## src/rtl/core/dual_servo_slew_stepper_macros.svh

```systemverilog
// ----------------------------------------------------------------------------
// Assertion macros for the two-joint servo slew stepper
// Shorthand for the same-cycle and next-cycle implication checks used by
// the top level.
// ----------------------------------------------------------------------------
`ifndef DUAL_SERVO_SLEW_STEPPER_MACROS_SVH
`define DUAL_SERVO_SLEW_STEPPER_MACROS_SVH

// The consequent must hold in the same cycle as the antecedent.
`define DSS_ASSERT_NOW(label, clk, rstn, ante, cons, msg) \
    label: assert property (@(posedge clk) disable iff (!rstn) (ante) |-> (cons)) \
        else $error(msg);

// The consequent must hold in the cycle after the antecedent.
`define DSS_ASSERT_NEXT(label, clk, rstn, ante, cons, msg) \
    label: assert property (@(posedge clk) disable iff (!rstn) (ante) |=> (cons)) \
        else $error(msg);

`endif

```

## src/rtl/core/dss_pkg.sv

```systemverilog
// ----------------------------------------------------------------------------
// Servo slew stepper package
// Request and register codes, controller commands, reset values and the
// clamping helpers shared by the controller, the datapath and the top level.
// ----------------------------------------------------------------------------
package dss_pkg;

    // Request kinds carried on the input tuser.
    typedef enum logic [1:0] {
        REQ_TICK   = 2'd0,
        REQ_MOVE   = 2'd1,
        REQ_ABORT  = 2'd2,
        REQ_IGNORE = 2'd3
    } req_t;

    // Configuration register indexes.
    typedef enum logic [2:0] {
        CFG_J1_MIN     = 3'd0,
        CFG_J1_MAX     = 3'd1,
        CFG_J2_MIN     = 3'd2,
        CFG_J2_MAX     = 3'd3,
        CFG_MIN_PERIOD = 3'd4,
        CFG_PULSE_BASE = 3'd5
    } cfg_idx_t;

    // Datapath operations, one per cycle.
    typedef enum logic [2:0] {
        OP_NONE,
        OP_TICK,
        OP_GOAL,
        OP_DIV_INIT,
        OP_DIV_STEP,
        OP_FINISH,
        OP_ABORT,
        OP_REPORT
    } dp_op_t;

    typedef struct packed {
        dp_op_t op;
        logic   emit;   // load the result register this cycle
    } cmd_t;

    typedef struct packed {
        logic busy;
        logic diff_zero;
    } status_t;

    localparam int DEG_W    = 8;
    localparam int PULSE_W  = 9;
    localparam int TGT_W    = 11;
    localparam int PERIOD_W = 24;
    localparam int CFG_W    = 24;
    localparam int IN_W     = 48;
    localparam int OUT_W    = 40;
    localparam int DIV_STEPS = PERIOD_W;

    localparam logic [PERIOD_W-1:0] PERIOD_MAX = '1;

    localparam logic [DEG_W-1:0]    RST_J1_MIN     = 8'd70;
    localparam logic [DEG_W-1:0]    RST_J1_MAX     = 8'd155;
    localparam logic [DEG_W-1:0]    RST_J2_MIN     = 8'd10;
    localparam logic [DEG_W-1:0]    RST_J2_MAX     = 8'd180;
    localparam logic [PERIOD_W-1:0] RST_MIN_PERIOD = 24'd5000;
    localparam logic [DEG_W-1:0]    RST_PULSE_BASE = 8'd55;
    localparam logic [DEG_W-1:0]    RST_POS_ONE    = 8'd100;
    localparam logic [DEG_W-1:0]    RST_POS_TWO    = 8'd105;
    localparam logic [PERIOD_W-1:0] RST_PERIOD     = 24'd5000;

    // Raise to lo first, then lower to hi, so hi wins when lo > hi.
    function automatic logic [DEG_W-1:0] clamp_deg(input logic signed [TGT_W-1:0] v,
                                                   input logic [DEG_W-1:0] lo,
                                                   input logic [DEG_W-1:0] hi);
        logic signed [TGT_W-1:0] r;
        r = v;
        if (r < $signed({3'b000, lo})) r = $signed({3'b000, lo});
        if (r > $signed({3'b000, hi})) r = $signed({3'b000, hi});
        return r[DEG_W-1:0];
    endfunction

    // One degree toward the goal, then clamped to the current limits.
    function automatic logic [DEG_W-1:0] step_toward(input logic [DEG_W-1:0] pos,
                                                     input logic [DEG_W-1:0] goal,
                                                     input logic [DEG_W-1:0] lo,
                                                     input logic [DEG_W-1:0] hi);
        logic signed [TGT_W-1:0] p;
        p = $signed({3'b000, pos});
        if (goal > pos) p = p + 11'sd1;
        else            p = p - 11'sd1;
        return clamp_deg(p, lo, hi);
    endfunction

endpackage

```

## src/rtl/core/dss_datapath.sv

```systemverilog
// ----------------------------------------------------------------------------
// Servo slew stepper datapath
// Holds limits, positions, goals, step timing, a restoring divider and the
// result register; executes one controller operation per cycle.
// ----------------------------------------------------------------------------
module dss_datapath (
    input  logic                              aclk,
    input  logic                              aresetn,
    input  dss_pkg::cmd_t                     cmd,
    input  logic                              cfg_we,
    input  logic [2:0]                        cfg_index,
    input  logic [dss_pkg::CFG_W-1:0]         cfg_data,
    input  logic signed [dss_pkg::TGT_W-1:0]  target_joint1,
    input  logic signed [dss_pkg::TGT_W-1:0]  target_joint2,
    input  logic [dss_pkg::PERIOD_W-1:0]      move_duration,
    output dss_pkg::status_t                  status,
    output logic [dss_pkg::OUT_W-1:0]         result
);

    localparam int DW = dss_pkg::DEG_W;
    localparam int PW = dss_pkg::PERIOD_W;

    logic [DW-1:0] j1_min_reg, j1_min_next, j1_max_reg, j1_max_next;
    logic [DW-1:0] j2_min_reg, j2_min_next, j2_max_reg, j2_max_next;
    logic [PW-1:0] min_period_reg, min_period_next;
    logic [DW-1:0] pulse_base_reg, pulse_base_next;

    logic [DW-1:0] pos1_reg, pos1_next, pos2_reg, pos2_next;
    logic [DW-1:0] goal1_reg, goal1_next, goal2_reg, goal2_next;
    logic [PW-1:0] period_reg, period_next, count_reg, count_next;
    logic          busy_reg, busy_next;

    logic [DW-1:0] diff_reg, diff_next, rem_reg, rem_next;
    logic [PW-1:0] quo_reg, quo_next;
    logic [dss_pkg::OUT_W-1:0] result_reg, result_next;

    logic [DW-1:0]  d1, d2, diff_max;
    logic [DW:0]    rem_sh, rem_sub;
    logic           rem_ge, diff_zero;
    logic [PW-1:0]  per_raw, per_fin, reload;
    logic [DW-1:0]  p1_step, p2_step;
    logic           w1_can, w2_can, busy_after, w1, w2;
    logic [dss_pkg::PULSE_W-1:0] pulse1, pulse2;

    assign d1       = (goal1_reg > pos1_reg) ? goal1_reg - pos1_reg : pos1_reg - goal1_reg;
    assign d2       = (goal2_reg > pos2_reg) ? goal2_reg - pos2_reg : pos2_reg - goal2_reg;
    assign diff_max = (d1 > d2) ? d1 : d2;

    // One quotient bit per step.
    assign rem_sh  = {rem_reg, quo_reg[PW-1]};
    assign rem_ge  = (rem_sh >= {1'b0, diff_reg});
    assign rem_sub = rem_sh - {1'b0, diff_reg};

    assign diff_zero = (diff_reg == '0);
    assign per_raw   = diff_zero ? dss_pkg::PERIOD_MAX : quo_reg;
    assign per_fin   = (per_raw < min_period_reg) ? min_period_reg : per_raw;
    assign reload    = (cmd.op == dss_pkg::OP_FINISH) ? per_fin : period_reg;

    assign w1_can  = (pos1_reg != goal1_reg);
    assign w2_can  = (pos2_reg != goal2_reg);
    assign p1_step = w1_can ? dss_pkg::step_toward(pos1_reg, goal1_reg, j1_min_reg, j1_max_reg)
                            : pos1_reg;
    assign p2_step = w2_can ? dss_pkg::step_toward(pos2_reg, goal2_reg, j2_min_reg, j2_max_reg)
                            : pos2_reg;
    assign busy_after = (p1_step != goal1_reg) || (p2_step != goal2_reg);

    always_comb begin
        j1_min_next     = j1_min_reg;
        j1_max_next     = j1_max_reg;
        j2_min_next     = j2_min_reg;
        j2_max_next     = j2_max_reg;
        min_period_next = min_period_reg;
        pulse_base_next = pulse_base_reg;
        pos1_next   = pos1_reg;
        pos2_next   = pos2_reg;
        goal1_next  = goal1_reg;
        goal2_next  = goal2_reg;
        period_next = period_reg;
        count_next  = count_reg;
        busy_next   = busy_reg;
        diff_next   = diff_reg;
        rem_next    = rem_reg;
        quo_next    = quo_reg;
        w1          = 1'b0;
        w2          = 1'b0;

        if (cfg_we) begin
            case (cfg_index)
                dss_pkg::CFG_J1_MIN:     j1_min_next     = cfg_data[DW-1:0];
                dss_pkg::CFG_J1_MAX:     j1_max_next     = cfg_data[DW-1:0];
                dss_pkg::CFG_J2_MIN:     j2_min_next     = cfg_data[DW-1:0];
                dss_pkg::CFG_J2_MAX:     j2_max_next     = cfg_data[DW-1:0];
                dss_pkg::CFG_MIN_PERIOD: min_period_next = cfg_data[PW-1:0];
                dss_pkg::CFG_PULSE_BASE: pulse_base_next = cfg_data[DW-1:0];
                default: ;
            endcase
        end

        unique case (cmd.op)
            dss_pkg::OP_TICK: begin
                if (busy_reg) begin
                    if (count_reg <= 24'd1) begin
                        pos1_next  = p1_step;
                        pos2_next  = p2_step;
                        w1         = w1_can;
                        w2         = w2_can;
                        busy_next  = busy_after;
                        count_next = busy_after ? reload : '0;
                    end else begin
                        count_next = count_reg - 24'd1;
                    end
                end
            end
            dss_pkg::OP_GOAL: begin
                goal1_next = dss_pkg::clamp_deg(target_joint1, j1_min_reg, j1_max_reg);
                goal2_next = dss_pkg::clamp_deg(target_joint2, j2_min_reg, j2_max_reg);
                quo_next   = move_duration;
            end
            dss_pkg::OP_DIV_INIT: begin
                diff_next = diff_max;
                rem_next  = '0;
            end
            dss_pkg::OP_DIV_STEP: begin
                rem_next = rem_ge ? rem_sub[DW-1:0] : rem_sh[DW-1:0];
                quo_next = {quo_reg[PW-2:0], rem_ge};
            end
            dss_pkg::OP_FINISH: begin
                period_next = per_fin;
                if (!diff_zero) begin
                    pos1_next  = p1_step;
                    pos2_next  = p2_step;
                    w1         = w1_can;
                    w2         = w2_can;
                    busy_next  = busy_after;
                    count_next = busy_after ? reload : '0;
                end else begin
                    busy_next  = 1'b0;
                    count_next = '0;
                end
            end
            dss_pkg::OP_ABORT: begin
                goal1_next = pos1_reg;
                goal2_next = pos2_reg;
                busy_next  = 1'b0;
                count_next = '0;
            end
            dss_pkg::OP_NONE, dss_pkg::OP_REPORT: ;
            default: ;
        endcase
    end

    assign pulse1 = {1'b0, pulse_base_reg} + {1'b0, pos1_next};
    assign pulse2 = {1'b0, pulse_base_reg} + {1'b0, pos2_next};

    always_comb begin
        result_next = result_reg;
        if (cmd.emit) begin
            result_next = {3'b000, busy_next, w2, w1, pulse2, pulse1, pos2_next, pos1_next};
        end
    end

    always_ff @(posedge aclk) begin
        if (!aresetn) begin
            j1_min_reg     <= dss_pkg::RST_J1_MIN;
            j1_max_reg     <= dss_pkg::RST_J1_MAX;
            j2_min_reg     <= dss_pkg::RST_J2_MIN;
            j2_max_reg     <= dss_pkg::RST_J2_MAX;
            min_period_reg <= dss_pkg::RST_MIN_PERIOD;
            pulse_base_reg <= dss_pkg::RST_PULSE_BASE;
            pos1_reg       <= dss_pkg::RST_POS_ONE;
            pos2_reg       <= dss_pkg::RST_POS_TWO;
            goal1_reg      <= dss_pkg::RST_POS_ONE;
            goal2_reg      <= dss_pkg::RST_POS_TWO;
            period_reg     <= dss_pkg::RST_PERIOD;
            count_reg      <= '0;
            busy_reg       <= 1'b0;
        end else begin
            j1_min_reg     <= j1_min_next;
            j1_max_reg     <= j1_max_next;
            j2_min_reg     <= j2_min_next;
            j2_max_reg     <= j2_max_next;
            min_period_reg <= min_period_next;
            pulse_base_reg <= pulse_base_next;
            pos1_reg       <= pos1_next;
            pos2_reg       <= pos2_next;
            goal1_reg      <= goal1_next;
            goal2_reg      <= goal2_next;
            period_reg     <= period_next;
            count_reg      <= count_next;
            busy_reg       <= busy_next;
        end
    end

    always_ff @(posedge aclk) begin
        diff_reg   <= diff_next;
        rem_reg    <= rem_next;
        quo_reg    <= quo_next;
        result_reg <= result_next;
    end

    assign status.busy      = busy_reg;
    assign status.diff_zero = diff_zero;
    assign result           = result_reg;

endmodule

```

## src/rtl/core/dss_ctrl.sv

```systemverilog
// ----------------------------------------------------------------------------
// Servo slew stepper controller
// Accepts items, sequences the move division and owns the result valid flag.
// ----------------------------------------------------------------------------
module dss_ctrl (
    input  logic              aclk,
    input  logic              aresetn,
    input  logic              s_tvalid,
    input  logic [1:0]        s_tuser,
    output logic              s_tready,
    output logic              m_tvalid,
    input  logic              m_tready,
    input  dss_pkg::status_t  status,
    output dss_pkg::cmd_t     cmd
);

    localparam int CNT_W = $clog2(dss_pkg::DIV_STEPS);

    typedef enum logic [1:0] {
        S_IDLE,
        S_INIT,
        S_DIVIDE,
        S_FINISH
    } state_t;

    state_t             state_reg, state_next;
    logic [CNT_W-1:0]   cnt_reg, cnt_next;
    logic               valid_reg, valid_next;
    logic               out_free;
    dss_pkg::req_t      req;

    assign out_free = !valid_reg || m_tready;
    assign req      = dss_pkg::req_t'(s_tuser);

    always_comb begin
        state_next = state_reg;
        cnt_next   = cnt_reg;
        cmd.op     = dss_pkg::OP_NONE;
        cmd.emit   = 1'b0;
        s_tready   = 1'b0;

        unique case (state_reg)
            S_IDLE: begin
                s_tready = out_free;
                if (s_tvalid && out_free) begin
                    unique case (req)
                        dss_pkg::REQ_TICK: begin
                            cmd.op   = dss_pkg::OP_TICK;
                            cmd.emit = 1'b1;
                        end
                        dss_pkg::REQ_MOVE: begin
                            cmd.op     = dss_pkg::OP_GOAL;
                            state_next = S_INIT;
                        end
                        dss_pkg::REQ_ABORT: begin
                            cmd.op   = dss_pkg::OP_ABORT;
                            cmd.emit = 1'b1;
                        end
                        dss_pkg::REQ_IGNORE: begin
                            cmd.op   = dss_pkg::OP_REPORT;
                            cmd.emit = 1'b1;
                        end
                        default: ;
                    endcase
                end
            end
            S_INIT: begin
                cmd.op     = dss_pkg::OP_DIV_INIT;
                cnt_next   = CNT_W'(dss_pkg::DIV_STEPS - 1);
                state_next = S_DIVIDE;
            end
            S_DIVIDE: begin
                // A zero distance needs no quotient; the period saturates.
                if (status.diff_zero) begin
                    state_next = S_FINISH;
                end else begin
                    cmd.op = dss_pkg::OP_DIV_STEP;
                    if (cnt_reg == '0) state_next = S_FINISH;
                    else               cnt_next   = cnt_reg - CNT_W'(1);
                end
            end
            S_FINISH: begin
                if (out_free) begin
                    cmd.op     = dss_pkg::OP_FINISH;
                    cmd.emit   = 1'b1;
                    state_next = S_IDLE;
                end
            end
            default: state_next = S_IDLE;
        endcase

        if (cmd.emit)      valid_next = 1'b1;
        else if (m_tready) valid_next = 1'b0;
        else               valid_next = valid_reg;
    end

    always_ff @(posedge aclk) begin
        if (!aresetn) begin
            state_reg <= S_IDLE;
            cnt_reg   <= '0;
            valid_reg <= 1'b0;
        end else begin
            state_reg <= state_next;
            cnt_reg   <= cnt_next;
            valid_reg <= valid_next;
        end
    end

    assign m_tvalid = valid_reg;

endmodule

```

## src/rtl/core/dual_servo_slew_stepper.sv

```systemverilog
// ----------------------------------------------------------------------------
// Two-joint servo slew stepper
// Walks two servo joints one degree at a time toward clamped targets, paced
// by microsecond ticks, and reports positions and pulse values per item.
// ----------------------------------------------------------------------------
//
//  Channel   Direction  Handshake            Carries
//  s_        in         s_tvalid / s_tready  request kind, two targets, duration
//  m_        out        m_tvalid / m_tready  positions, pulses, step flags, moving
//  cfg_      in         cfg_valid / cfg_ready  register index and write data
//
// A tick, an abort or an ignored request is handled within the idle
// state, so ticks can stream at one item per cycle while the result side
// keeps up. A move runs through goal capture, divider setup, 24 restoring
// divider steps (one quotient bit each) and the finishing step; with zero
// distance the divider steps are skipped.
// The result register holds one item: while a result waits, no new item is
// accepted, and the input is taken in the same cycle as the result leaves.
// Reset is synchronous on aresetn low and restores the rest positions and
// the default limits; the configuration port is always ready.
//
`include "dual_servo_slew_stepper_macros.svh"

module dual_servo_slew_stepper (
    input  logic                       aclk,
    input  logic                       aresetn,
    // Input items.
    input  logic                       s_tvalid,
    output logic                       s_tready,
    // tdata, lowest bit up: target_joint1[10:0], target_joint2[21:11],
    // move_duration[45:22], zero fill [47:46].
    input  logic [dss_pkg::IN_W-1:0]   s_tdata,
    // tuser: req_type[1:0].
    input  logic [1:0]                 s_tuser,
    // Result items.
    output logic                       m_tvalid,
    input  logic                       m_tready,
    // tdata, lowest bit up: joint1_position[7:0], joint2_position[15:8],
    // joint1_pulse[24:16], joint2_pulse[33:25], joint1_written[34],
    // joint2_written[35], moving[36], zero fill [39:37].
    output logic [dss_pkg::OUT_W-1:0]  m_tdata,
    // Configuration writes.
    input  logic                       cfg_valid,
    output logic                       cfg_ready,
    input  logic [2:0]                 cfg_index,
    input  logic [dss_pkg::CFG_W-1:0]  cfg_data
);

    dss_pkg::cmd_t    dp_cmd;
    dss_pkg::status_t dp_status;

    // Write only while idle, so writes never collide with a move; the block does not enforce this.
    assign cfg_ready = 1'b1;

    dss_ctrl u_ctrl (
        .aclk     (aclk),
        .aresetn  (aresetn),
        .s_tvalid (s_tvalid),
        .s_tuser  (s_tuser),
        .s_tready (s_tready),
        .m_tvalid (m_tvalid),
        .m_tready (m_tready),
        .status   (dp_status),
        .cmd      (dp_cmd)
    );

    dss_datapath u_datapath (
        .aclk          (aclk),
        .aresetn       (aresetn),
        .cmd           (dp_cmd),
        .cfg_we        (cfg_valid && cfg_ready),
        .cfg_index     (cfg_index),
        .cfg_data      (cfg_data),
        .target_joint1 ($signed(s_tdata[10:0])),
        .target_joint2 ($signed(s_tdata[21:11])),
        .move_duration (s_tdata[45:22]),
        .status        (dp_status),
        .result        (m_tdata)
    );

    // A held result blocks new items.
    `DSS_ASSERT_NOW(a_hold_blocks_input, aclk, aresetn, m_tvalid && !m_tready, !s_tready, "item accepted while result stalled")

    // The reported moving flag matches the live busy state while it waits.
    `DSS_ASSERT_NOW(a_moving_matches, aclk, aresetn, m_tvalid, m_tdata[36] == dp_status.busy, "moving flag disagrees with busy state")

    // A move produces no result in the cycle after it is accepted.
    `DSS_ASSERT_NEXT(a_move_no_early_result, aclk, aresetn, s_tvalid && s_tready && (s_tuser == dss_pkg::REQ_MOVE), !m_tvalid, "move result appeared too early")

endmodule

```

## config.mk

```make
export PLATFORM = sky130hd
export DESIGN_NAME = dual_servo_slew_stepper
export DESIGN_NICKNAME = d
export VERILOG_FILES = /design/src/rtl/core/dss_pkg.sv /design/src/rtl/core/dss_datapath.sv /design/src/rtl/core/dss_ctrl.sv /design/src/rtl/core/dual_servo_slew_stepper.sv
export VERILOG_INCLUDE_DIRS = /design/src /design/src/rtl/core
export SDC_FILE = /design/constraint.sdc
export NUM_CORES = 1
export LEC_CHECK = 0
export ABC_AREA = 1
export ABC_CLOCK_PERIOD_IN_PS = 6300
export BUFFER_PORTS_ARGS = -buffer_cell sky130_fd_sc_hd__clkbuf_2
export CELL_PAD_IN_SITES_DETAIL_PLACEMENT = 0
export CELL_PAD_IN_SITES_GLOBAL_PLACEMENT = 2
export CORE_AREA = 2 2 269 271
export DETAILED_ROUTE_END_ITERATION = 8
export DIE_AREA = 0 0 271 273
export PLACE_DENSITY = 0.7
export SYNTH_ARGS = -nofsm -noshare
export SYNTH_HDL_FRONTEND = slang
export SYNTH_SLANG_ARGS = --single-unit
```

## constraint.sdc

```tcl
create_clock -name aclk -period 6.3 [get_ports aclk]
set_clock_uncertainty 0.1 [all_clocks]
set_input_delay 1.89 -clock aclk [delete_from_list [all_inputs] [get_ports aclk]]
set_output_delay 1.89 -clock aclk [all_outputs]
set_load 0.02 [all_outputs]
```

==> qor.txt <==
1st-iter DRT viols = 1034
Num CTS Buffers = 31
Slew Viols, Final = 0
Hold buffer count at CTS = 0
DIE HEIGHT = 273 um
First-pass DRT Iterations = 8
Initial antenna violation count = 3
Total track usage = 17.2%
WL/cell = 16.7 um
Syn Area/Cell = 6.88 sq um
Number of flip-flops in the largest register = 37
Setup total negative slack = -2370 ps
Synthesized instance count = 2556
Pin count of the biggest net entering global routing = 62
Tightest Pin Transition = 1240 ps
Area delta synth->final = 36.4%
Area contributors post-synth = dfxtp_1, nand2_1, edfxtp_1
Setup WS post-layout = -275 ps
Worst Path Class, Setup = reg2reg
Post-synthesis register bit count = 230
Rel. slew slack = 16.2%
Worst Hold Class = reg2reg
Post-route DRC = 0
Final period utilization = 104%
Worst r2r src = u_datapath.goal1_reg[0]
Prevailing post-synth register cell = dfxtp_1
Vias in the first global route = 17600
Worst skew pair latency = 590 ps
Mapped Area = 17600 sq um
# setup viols final = 12
Ys async rst share = 0%
Filler cells = 7624
FP Rows = 98
H-tree depth = 1
Max_cap viols = 0
DP Worst Slack = -677 ps
Data required time of the worst path = 6510 ps
CP arrival = 6790 ps
Layout net count = 3199
Synth warn = 0
Io pins = 125
Starting Density = 24.8%
Min-delay src = u_datapath.min_period_reg[16]
Share of post-route cells with drive strength above 1 = 27.3%
Final WL = 65500 um
First-pass GRT wire length = 100000 um
Post-detailed-route via-to-cell ratio = 4.55
Min cycle time layout = 6580 ps
Grt ovf = 0
Crit-path max FO = 8
Clock sink count = 230
Startpoint types = flip-flop
CTS tree = built
CP peak stage delay = 350 ps
Fin Hold WS = 379 ps
CP Capture Type = flip-flop
Max Fclk = 152 MHz
Post-synthesis cell type count = 55
EDFF count, synth = 77
CP bufs+invs = 32
Clock buffer depth = 3
Root buffer selected by CTS = clkbuf_16
Slowest cell on crit path = fa_2
Seq/Total Area, Yosys = 30.6%
Core Footprint = 71000 sq um
DP Wirelength = 48100 um
Worst Setup SP = u_datapath.goal1_reg[0]
Die W = 271 um
Via Count = 17800
Antenna diodes = 0
Status = finished, violations left
Core Util, Final = 33.8%
PortBufs = 118
Top cell type's share of synthesized area = 17.4%
Die area = 74000 sq um
Failing checks = negative setup slack
Routability cong. = 0.881
Largest area contributor in the netlist = dfxtp_1
RSZ-0062 raised after global routing = yes
Antenna Nets Post-Route = 0
Critical path's most frequent cell = buf_4
Fin. Hold Viols = 0
CP delay by family, top = buffers and inverters
Clock Pin Slew Worst Setup and Hold Paths = 60 ps
[kinds of logic after synthesis]
family          count (synthesis)  share of synthesized area (%)
compound gates                461                           14.7
buf+inv                       467                           10.7
other cells                     2                         0.0427
flops                         230                           30.6
xor+xnor                       60                           2.99
mux                             5                          0.285
simple gates                 1158                           28.1
fa+ha+maj                     173                           12.6
[repair_timing]
item / 4_1_cts / 5_1_grt
cloned: 1 / 1
endpoints found under the setup margin: 40 / 52
setup buffers: 68 / 24
pin swaps: 93 / 107
gates resized for setup: 187 / 153
[cells in the final DEF, fill, tap and decap left out, drive strengths merged, types with 4 or more instances in the layout]
| cell type | count |
|---|---|
| a211oi | 12 |
| a21o | 5 |
| a21oi | 168 |
| a31oi | 12 |
| buf | 334 |
| clkbuf | 163 |
| clkinv | 16 |
| conb | 4 |
| dfxtp | 153 |
| edfxtp | 77 |
| fa | 7 |
| ha | 166 |
| inv | 361 |
| mux2i | 5 |
| nand2 | 680 |
| nand3 | 182 |
| nand4 | 14 |
| nor2 | 232 |
| nor3 | 25 |
| nor4 | 5 |
| o211a | 4 |
| o211ai | 41 |
| o21a | 6 |
| o21ai | 194 |
| o221ai | 9 |
| or2 | 10 |
| xnor2 | 21 |
| xor2 | 39 |
[worst paths after layout]
check	depth (start not counted)	slack [ps]	to
hold / removal	2	380	u_datapath.min_period_reg[16]
setup reg to reg	46	-280	u_datapath.diff_reg[5]
hold reg to reg	2	380	u_datapath.min_period_reg[16]
setup / recovery	46	-280	u_datapath.diff_reg[5]
[layout make-up]
cell class / count / area [sq um] / share of cell area (%)
multi-input cells: 1861 / 11700 / 48.9
repair buffers: 452 / 3200 / 13.3
clock buffers: 45 / 968 / 4.04
well taps: 950 / 1190 / 4.95
clock inverters: 12 / 121 / 0.506
flip-flops and latches: 230 / 5390 / 22.5
inverters: 368 / 1400 / 5.84
[synthesized netlist by cell type (all sizes together), types with 39 or more instances]
cell type,n
nand2,680
inv,359
nor2,232
dfxtp,153
a21oi,168
nand3,182
o211ai,41
xor2,39
o21ai,194
clkbuf,61
edfxtp,77
ha,166
[per-stage QoR]
stage	std cells	instance area (sq um)
3_5_place_dp	3771	20800
4_1_cts	3895	23100
3_3_place_gp	3771	20800
6_report	3918	24000
5_1_grt	3918	24000
2_1_floorplan	2558	17600
[layer usage]
metal	track usage (%)	vias up	share of wire [%]
met5	0	-	0
met4	4.27	0	2.6
met3	1.72	80	3.7
met2	30.0	340	48
met1	22.5	8322	46
li1	-	9095	-
[worst min-delay path: stages, from the launching register on]
cell and delay, ps:
dfxtp_1 310, inv_1 70, a21oi_1 60
Power is not shown: default switching activity piles up to over one toggle a cycle in this logic, so the estimate is an artifact.
